[config.mk]
export PLATFORM = sky130hd
export DESIGN_NAME = directed_euler_path_check_top
export DESIGN_NICKNAME = d
export VERILOG_FILES = /design/src/dep_pkg.sv /design/src/directed_euler_path_check_top.sv /design/src/dep_sat_step.sv /design/src/dep_bal_store.sv
export SDC_FILE = /design/constraint.sdc
export NUM_CORES = 2
export LEC_CHECK = 0
export BUFFER_PORTS_ARGS = -buffer_cell sky130_fd_sc_hd__buf_2
export CAP_MARGIN = 20
export CORE_MARGIN = 10
export CORE_UTILIZATION = 40
export DETAILED_ROUTE_END_ITERATION = 12
export GPL_ROUTABILITY_DRIVEN = 0
export SYNTH_ARGS = -nofsm -noshare
export SYNTH_HDL_FRONTEND = slang
export SYNTH_SLANG_ARGS = --single-unit
[constraint.sdc]
create_clock -name i_clk -period 6.3 [get_ports i_clk]
set_clock_uncertainty 0.15 [all_clocks]
set_input_delay 1.26 -clock i_clk [delete_from_list [all_inputs] [get_ports i_clk]]
set_output_delay 1.26 -clock i_clk [all_outputs]
set_load 0.03 [all_outputs]
[src/dep_pkg.sv]
// ----------------------------------------------------------------------------
// dep_pkg: shared types and constants
// Node count, balance width, item structs and the balance store request.
// ----------------------------------------------------------------------------
`default_nettype none

package dep_pkg;

    localparam int NODE_COUNT   = 26;
    localparam int BAL_WIDTH    = 18;
    localparam int LETTER_WIDTH = 5;
    localparam int NODE_IW      = (NODE_COUNT > 1) ? $clog2(NODE_COUNT) : 1;

    typedef logic [NODE_COUNT-1:0]       t_nodes;
    typedef logic [NODE_IW-1:0]          t_idx;
    typedef logic signed [BAL_WIDTH-1:0] t_bal;

    localparam t_bal BAL_ZERO    = '0;
    localparam t_bal BAL_ONE     = t_bal'(1);
    localparam t_bal BAL_NEG_ONE = '1;
    localparam t_bal BAL_MAX     = {1'b0, {(BAL_WIDTH-1){1'b1}}};
    localparam t_bal BAL_MIN     = {1'b1, {(BAL_WIDTH-1){1'b0}}};

    typedef struct packed {
        logic [LETTER_WIDTH-1:0] start_letter;
        logic [LETTER_WIDTH-1:0] end_letter;
        logic                    last_word;
    } t_in_item;

    typedef struct packed {
        logic possible;
        logic overflow;
    } t_out_item;

    typedef struct packed {
        logic wr_en;
        t_idx wr_addr;
        t_bal wr_data;
        t_idx rd_addr;
        logic clear;
    } t_bal_req;

endpackage

`default_nettype wire

[src/directed_euler_path_check_top.sv]
// ----------------------------------------------------------------------------
// directed_euler_path_check_top: Euler trail existence check on a word set
// Loads words as directed edges and rules on the set after its last word.
// ----------------------------------------------------------------------------
// Usage:
//   Input channel i_valid/o_ready carries one word per item: start letter,
//   end letter and a last-word mark. Output channel o_valid/i_ready carries
//   one verdict (possible, overflow) per set, after the word marked last.
//   A word that moves a balance takes two read/update steps of the single
//   saturating adder on the balance memory port; a self loop, an
//   out-of-range word or a word without balance change skips them.
//   The check after the last word runs the balance scan, then the seed,
//   then reachability passes over the adjacency rows; passes repeat
//   until the reached set stops growing (at most NODE_COUNT passes),
//   then hands the verdict to the output register.
//   The output register lets the next set load while a verdict waits; a
//   verdict only stalls the block when the previous one was not yet taken.
//   Reset clears all matrix rows, balances, marks and the output valid flag.
// ----------------------------------------------------------------------------
`default_nettype none

module directed_euler_path_check_top
    import dep_pkg::*;
(
    input  logic      i_clk,
    input  logic      i_rst_n,
    input  logic      i_valid,
    output logic      o_ready,
    input  t_in_item  i_data,
    output logic      o_valid,
    input  logic      i_ready,
    output t_out_item o_data
);

    localparam logic [3:0] ST_IDLE    = 4'd0;
    localparam logic [3:0] ST_RD_S    = 4'd1;
    localparam logic [3:0] ST_UP_S    = 4'd2;
    localparam logic [3:0] ST_UP_E    = 4'd3;
    localparam logic [3:0] ST_BAL     = 4'd4;
    localparam logic [3:0] ST_BAL_END = 4'd5;
    localparam logic [3:0] ST_SEED    = 4'd6;
    localparam logic [3:0] ST_REACH   = 4'd7;
    localparam logic [3:0] ST_DONE    = 4'd8;

    localparam t_idx LAST_IDX = t_idx'(NODE_COUNT - 1);

    logic [3:0] r_state, n_state;
    t_idx       r_s, n_s, r_e, n_e, r_idx, n_idx;
    logic       r_last, n_last;
    t_nodes     r_adj [NODE_COUNT];
    t_nodes     n_adj [NODE_COUNT];
    t_nodes     r_used, n_used, r_reach, n_reach, r_prev, n_prev;
    logic       r_ovf, n_ovf, r_bad, n_bad, r_plus, n_plus, r_minus, n_minus;
    logic       r_pend, n_pend, r_conn, n_conn;
    logic       r_ovalid, n_ovalid;
    t_out_item  r_odata, n_odata;

    t_bal_req   bal_req;
    t_bal       bal_rd;
    t_bal       sat_value;
    logic       sat_hit;
    logic       accept, in_range, fire;
    t_idx       in_s, in_e;
    t_nodes     row, idx_bit, step_reach;

    dep_bal_store u_bal_store (
        .i_clk     (i_clk),
        .i_rst_n   (i_rst_n),
        .i_req     (bal_req),
        .o_rd_data (bal_rd)
    );

    dep_sat_step u_sat_step (
        .i_value (bal_rd),
        .i_dec   (r_state == ST_UP_E),
        .o_value (sat_value),
        .o_sat   (sat_hit)
    );

    assign o_ready = (r_state == ST_IDLE);
    assign o_valid = r_ovalid;
    assign o_data  = r_odata;

    assign accept   = i_valid && o_ready;
    assign in_range = (32'(i_data.start_letter) < 32'(NODE_COUNT))
                   && (32'(i_data.end_letter) < 32'(NODE_COUNT));
    assign in_s     = t_idx'(i_data.start_letter);
    assign in_e     = t_idx'(i_data.end_letter);
    assign fire     = (r_state == ST_DONE) && (!r_ovalid || i_ready);

    assign row     = r_adj[r_idx];
    assign idx_bit = t_nodes'(1) << r_idx;

    always_comb begin
        if ((r_reach & idx_bit) != '0) begin
            step_reach = r_reach | row;
        end else if ((row & r_prev) != '0) begin
            step_reach = r_reach | idx_bit;
        end else begin
            step_reach = r_reach;
        end
    end

    always_comb begin
        bal_req.wr_en   = (r_state == ST_UP_S) || (r_state == ST_UP_E);
        bal_req.wr_addr = (r_state == ST_UP_S) ? r_s : r_e;
        bal_req.wr_data = sat_value;
        bal_req.clear   = fire;
        case (r_state)
            ST_RD_S: bal_req.rd_addr = r_s;
            ST_UP_S: bal_req.rd_addr = r_e;
            default: bal_req.rd_addr = r_idx;
        endcase
    end

    always_comb begin
        n_state  = r_state;
        n_s      = r_s;
        n_e      = r_e;
        n_idx    = r_idx;
        n_last   = r_last;
        n_adj    = r_adj;
        n_used   = r_used;
        n_reach  = r_reach;
        n_prev   = r_prev;
        n_ovf    = r_ovf;
        n_bad    = r_bad;
        n_plus   = r_plus;
        n_minus  = r_minus;
        n_pend   = (r_state == ST_BAL);
        n_conn   = r_conn;
        n_ovalid = r_ovalid && !i_ready;
        n_odata  = r_odata;

        // evaluate the balance read issued in the previous cycle
        if (r_pend) begin
            if (bal_rd == BAL_ONE) begin
                n_bad  = r_bad || r_plus;
                n_plus = 1'b1;
            end else if (bal_rd == BAL_NEG_ONE) begin
                n_bad   = r_bad || r_minus;
                n_minus = 1'b1;
            end else if (bal_rd != BAL_ZERO) begin
                n_bad = 1'b1;
            end
        end

        case (r_state)
            ST_IDLE: begin
                if (accept) begin
                    n_s    = in_s;
                    n_e    = in_e;
                    n_last = i_data.last_word;
                    n_idx  = '0;
                    if (in_range) begin
                        n_adj[in_s] = r_adj[in_s] | (t_nodes'(1) << in_e);
                        n_used      = r_used | (t_nodes'(1) << in_s) | (t_nodes'(1) << in_e);
                    end
                    if (in_range && (in_s != in_e)) begin
                        n_state = ST_RD_S;
                    end else if (i_data.last_word) begin
                        n_state = ST_BAL;
                    end
                end
            end
            ST_RD_S: begin
                n_state = ST_UP_S;
            end
            ST_UP_S: begin
                n_ovf   = r_ovf || sat_hit;
                n_state = ST_UP_E;
            end
            ST_UP_E: begin
                n_ovf   = r_ovf || sat_hit;
                n_state = r_last ? ST_BAL : ST_IDLE;
            end
            ST_BAL: begin
                n_idx = r_idx + t_idx'(1);
                if (r_idx == LAST_IDX) begin
                    n_idx   = '0;
                    n_state = ST_BAL_END;
                end
            end
            ST_BAL_END: begin
                n_state = ST_SEED;
            end
            ST_SEED: begin
                n_idx = '0;
                if (r_used == '0) begin
                    n_conn  = 1'b1;
                    n_state = ST_DONE;
                end else begin
                    n_reach = r_used & (~r_used + t_nodes'(1));
                    n_prev  = r_used & (~r_used + t_nodes'(1));
                    n_state = ST_REACH;
                end
            end
            ST_REACH: begin
                n_reach = step_reach;
                n_idx   = r_idx + t_idx'(1);
                if (r_idx == LAST_IDX) begin
                    n_idx = '0;
                    if (step_reach == r_prev) begin
                        n_conn  = (r_used & ~step_reach) == '0;
                        n_state = ST_DONE;
                    end else begin
                        n_prev = step_reach;
                    end
                end
            end
            ST_DONE: begin
                if (fire) begin
                    n_ovalid         = 1'b1;
                    n_odata.possible = r_conn && !r_bad && !r_ovf;
                    n_odata.overflow = r_ovf;
                    for (int i = 0; i < NODE_COUNT; i++) begin
                        n_adj[i] = '0;
                    end
                    n_used  = '0;
                    n_reach = '0;
                    n_prev  = '0;
                    n_ovf   = 1'b0;
                    n_bad   = 1'b0;
                    n_plus  = 1'b0;
                    n_minus = 1'b0;
                    n_state = ST_IDLE;
                end
            end
            default: begin
                n_state = ST_IDLE;
            end
        endcase
    end

    always_ff @(posedge i_clk) begin
        r_s     <= n_s;
        r_e     <= n_e;
        r_last  <= n_last;
        r_odata <= n_odata;
    end

    always_ff @(posedge i_clk) begin
        if (!i_rst_n) begin
            r_state  <= ST_IDLE;
            r_idx    <= '0;
            for (int i = 0; i < NODE_COUNT; i++) begin
                r_adj[i] <= '0;
            end
            r_used   <= '0;
            r_reach  <= '0;
            r_prev   <= '0;
            r_ovf    <= 1'b0;
            r_bad    <= 1'b0;
            r_plus   <= 1'b0;
            r_minus  <= 1'b0;
            r_pend   <= 1'b0;
            r_conn   <= 1'b0;
            r_ovalid <= 1'b0;
        end else begin
            r_state  <= n_state;
            r_idx    <= n_idx;
            r_adj    <= n_adj;
            r_used   <= n_used;
            r_reach  <= n_reach;
            r_prev   <= n_prev;
            r_ovf    <= n_ovf;
            r_bad    <= n_bad;
            r_plus   <= n_plus;
            r_minus  <= n_minus;
            r_pend   <= n_pend;
            r_conn   <= n_conn;
            r_ovalid <= n_ovalid;
        end
    end

endmodule

`default_nettype wire

[src/dep_sat_step.sv]
// ----------------------------------------------------------------------------
// dep_sat_step: shared saturating balance step
// Adds +1 or -1 to a balance and clamps at the signed limits.
// ----------------------------------------------------------------------------
`default_nettype none

module dep_sat_step
    import dep_pkg::*;
(
    input  t_bal i_value,
    input  logic i_dec,
    output t_bal o_value,
    output logic o_sat
);

    logic [BAL_WIDTH:0] sum;

    assign sum = {i_value[BAL_WIDTH-1], i_value}
               + (i_dec ? {(BAL_WIDTH+1){1'b1}} : (BAL_WIDTH+1)'(1));

    assign o_sat   = sum[BAL_WIDTH] != sum[BAL_WIDTH-1];
    assign o_value = o_sat ? (i_dec ? BAL_MIN : BAL_MAX) : t_bal'(sum[BAL_WIDTH-1:0]);

endmodule

`default_nettype wire

[src/dep_bal_store.sv]
// ----------------------------------------------------------------------------
// dep_bal_store: per-node balance memory
// One write and one registered read per cycle; entries whose valid bit is clear read as zero.
// ----------------------------------------------------------------------------
`default_nettype none

module dep_bal_store
    import dep_pkg::*;
(
    input  logic     i_clk,
    input  logic     i_rst_n,
    input  t_bal_req i_req,
    output t_bal     o_rd_data
);

    t_bal   r_mem [NODE_COUNT];
    t_bal   r_rd_raw;
    logic   r_rd_vld;
    t_nodes r_vld;

    always_ff @(posedge i_clk) begin
        if (i_req.wr_en) begin
            r_mem[i_req.wr_addr] <= i_req.wr_data;
        end
        r_rd_raw <= r_mem[i_req.rd_addr];
    end

    always_ff @(posedge i_clk) begin
        if (!i_rst_n) begin
            r_vld    <= '0;
            r_rd_vld <= 1'b0;
        end else begin
            r_rd_vld <= r_vld[i_req.rd_addr];
            if (i_req.clear) begin
                r_vld <= '0;
            end else if (i_req.wr_en) begin
                r_vld[i_req.wr_addr] <= 1'b1;
            end
        end
    end

    assign o_rd_data = r_rd_vld ? r_rd_raw : BAL_ZERO;

endmodule

`default_nettype wire

==> results.txt <==
most common cell in the netlist: nor2_1
Reg2Reg Depth: 14
root buffer cell: clkbuf_16
measured slew at the worst slew-check pin: 1260 ps
Net Sw Frac: 0.342
DP Wirelength: 144000 um
Cell variety after synth: 90
initial antenna violation count: 7
Psw: 8310 uW
WP data required: 6820 ps
largest net degree at the start of global routing: 156
WHS Path Cells: 2
Setup Buffers After CTS: 0
H-tree Lvls: 4
number of top-level pins: 19
internal power: 16000 uW
period utilization: 1.02
final wirelength: 239000 um
CTS Buffer Depth: 3
CP Depth: 14
Period minus WS final: 6400 ps
global-route wire length before repair: 343000 um
pwr/cell area: 350 nW/um^2
area grow syn2layout: 13.2%
Main synth FF type: dfxtp_1
register area share after synthesis: 0.503
vias per cell: 6.68
clk_lat worst skew: 800 ps
synthesized area: 61200 um^2
fillers: 14.1k
GRT Overall Usage: 0.270
FF+latch count, synth: 1296
GRT Residual Overflow: 0
cell family with most CP delay: simple AND/OR/NAND/NOR gates
clk sink count: 1296
die height: 411 um
synth top area cells: dfxtp_1 27%, edfxtp_1 24%, mux4_2 9.2%
Setup crit end kind: flip-flop
layout cells sized above 1: 0.159
top cells by count, synth: 958 x nor2_1, 815 x dfxtp_1, 745 x a22oi_1
Die Wd: 411 um
arrival time of the worst setup path: 6910 ps
pre-CTS setup slack: 285 ps
VDD IR max: 366 uV
number of synthesized flops with an enable pin: 481
share of the synthesized area in the top cell type: 0.267
final count of hold timing violations: 0
post-synthesis async set-or-reset flop share: 0
Max Transition Viols Final: 0
Leakage Power: 0.0237 uW
vias in the first global route: 48.8k
Critical Path, Cell by Cell: buf_4 -> nor2b_2 -> buf_4 -> a221oi_1 -> a31oi_1 -> a22o_1 -> a2111oi_4 -> nand3_2 -> a311oi_1 -> nor4_1 -> nand4_1 -> or4_1 -> and3_4 -> o32a_1
PostCTS Resize Cnt: 0
Max-slew headroom: 0.157
crit path kind: flip-flop to flip-flop
DIE AREA: 169000 um^2
Top cell by count, worst path: buf_4
TritonCTS clock tree: built
Clock power frac: 0.340
initial core utilization: 0.402
Finish-stage setup viols: 29
CTS Hold Bufs: 0
Layout Cells excl Fill: 7987
Port Buffers: 18
core area: 152000 um^2
status: finished, violations left
worst setup margin: -98.4 ps
Synth Instances: 5958
RSZ-0062 raised after global routing: false
area leader, netlist: dfxtp_1
drt drc: 0
Vias: 53.3k
Comb power frac: 0.273
power share of the sequential group: 0.387
Clk pin slew, worst setup/hold paths: 70 ps
CP Launch Type: flip-flop
CTS buffer count: 136
crit path max fanout: 35
CP max stage delay: 790 ps
Synth Area per Inst: 10.3 um^2
Worst path slowest cell: a31oi_1
drt wl/cell: 29.9 um
Post-Syn Nets: 5997
drt pass-1 iters: 8
Ys Warns: 0
failing checks: setup timing
Rows: 143
Final ANT Viol Nets: 0
setup_tns: -2220 ps
Max Freq: 156 MHz
nets: 5883
Bufs and invs on worst path: 2
First DRT Iteration DRCs: 8833
max-cap viol count: 0
Cells after DPL: 7721
Hold Path Class: flip-flop to flip-flop
cell families (layout without fill, tap and decap cells):
logic type      after synthesis  after routing  share of synthesized area
buf+inv                     606            598                     0.0413
flops                      1296           1296                      0.503
fa+ha+maj                    24             24                    0.00503
compound gates             1449           1449                      0.176
mux                         426            426                      0.122
other cells                   0              7                          0
xor+xnor                     33             33                    0.00472
simple gates               2124           2124                      0.148
metrics by stage:
step | power (uW) | cell area (um^2) | util | hold slack, ps
after floorplan | 13500 | 61200 | - | 281
after CTS | 24200 | 69100 | 0.454 | 319
after detailed placement | 16000 | 64600 | 0.424 | 307
after global routing | 25100 | 69300 | 0.456 | 347
final | 24300 | 69300 | 0.456 | 320
after global placement | 15900 | 64500 | 0.424 | 297
sequential cells by signal, summed over array words and instances, names as in the netlist, 2 cells and up:
signal	cells
u_bal_store.r_vld	26
r_adj	676
r_state	4
u_bal_store.r_rd_raw	18
r_s	5
r_used	26
o_data	2
r_e	5
u_bal_store.r_mem	468
r_prev	26
r_reach	26
r_idx	5
power by group through the flow:
stage,Clock (uW),Combinational (uW),Sequential (uW)
finish,8260,6620,9390
CTS,8320,6460,9370
global route,8640,7040,9390
detailed placement,0,6440,9550
global placement,0,6400,9550
floorplan,0,4170,9380
worst paths after layout:
| kind | startpoint | endpoint | slack (ps) |
|---|---|---|---|
| max | r_idx[2] | r_prev[7] | -100 |
| max reg2reg | r_idx[2] | r_prev[7] | -100 |
| min reg2reg | u_bal_store.r_vld[21] | u_bal_store.r_vld[21] | 320 |
| min | u_bal_store.r_vld[21] | u_bal_store.r_vld[21] | 320 |
area by class of cell:
class / count / area [um^2] / share of cell area
Antenna cell: 7 / 17.5 / 0.000253
Clock buffer: 196 / 3920 / 0.0565
Clock inverter: 48 / 592 / 0.00854
Inverter: 48 / 188 / 0.00271
Multi-Input combinational cell: 4056 / 28500 / 0.412
Sequential cell: 1296 / 30800 / 0.444
Tap cell: 2030 / 2540 / 0.0366
Timing Repair Buffer: 306 / 2760 / 0.0398
metal layers:
layer | wire (um) | GRT usage | part of all wire
met1 | 94500 | 0.372 | 0.40
met2 | 97800 | 0.376 | 0.41
met3 | 33600 | 0.0886 | 0.14
met4 | 12900 | 0.132 | 0.054
met5 | 27 | 0 | 0.00011
placed cells by master (no fill, tap or decap), types with 25 or more instances in the layout:
master and n:
a21o_1 27, a21oi_1 139, a221oi_1 49, a22oi_1 745
a311oi_1 125, a31oi_1 43, and2_1 27, and3_1 77
buf_12 27, buf_4 243, clkbuf_1 37, clkbuf_16 141
dfxtp_1 810, edfxtp_1 481, inv_1 45, mux2_2 42
mux2i_1 132, mux4_2 251, nand2_1 647, nand3_1 168
nor2_1 908, nor2_2 37, nor3_1 56, nor4_1 38
o21a_1 25, o21ai_0 51, o32a_1 26
worst reg2reg max path, stage by stage (launching register included):
cell	delay [ps]
dfxtp_4	720
buf_4	400
nor2b_2	510
buf_4	410
a221oi_1	170
a31oi_1	790
a22o_1	330
a2111oi_4	100
nand3_2	350
a311oi_1	180
nor4_1	580
nand4_1	180
or4_1	660
and3_4	370
o32a_1	370
(Power assumes the default switching activity.)
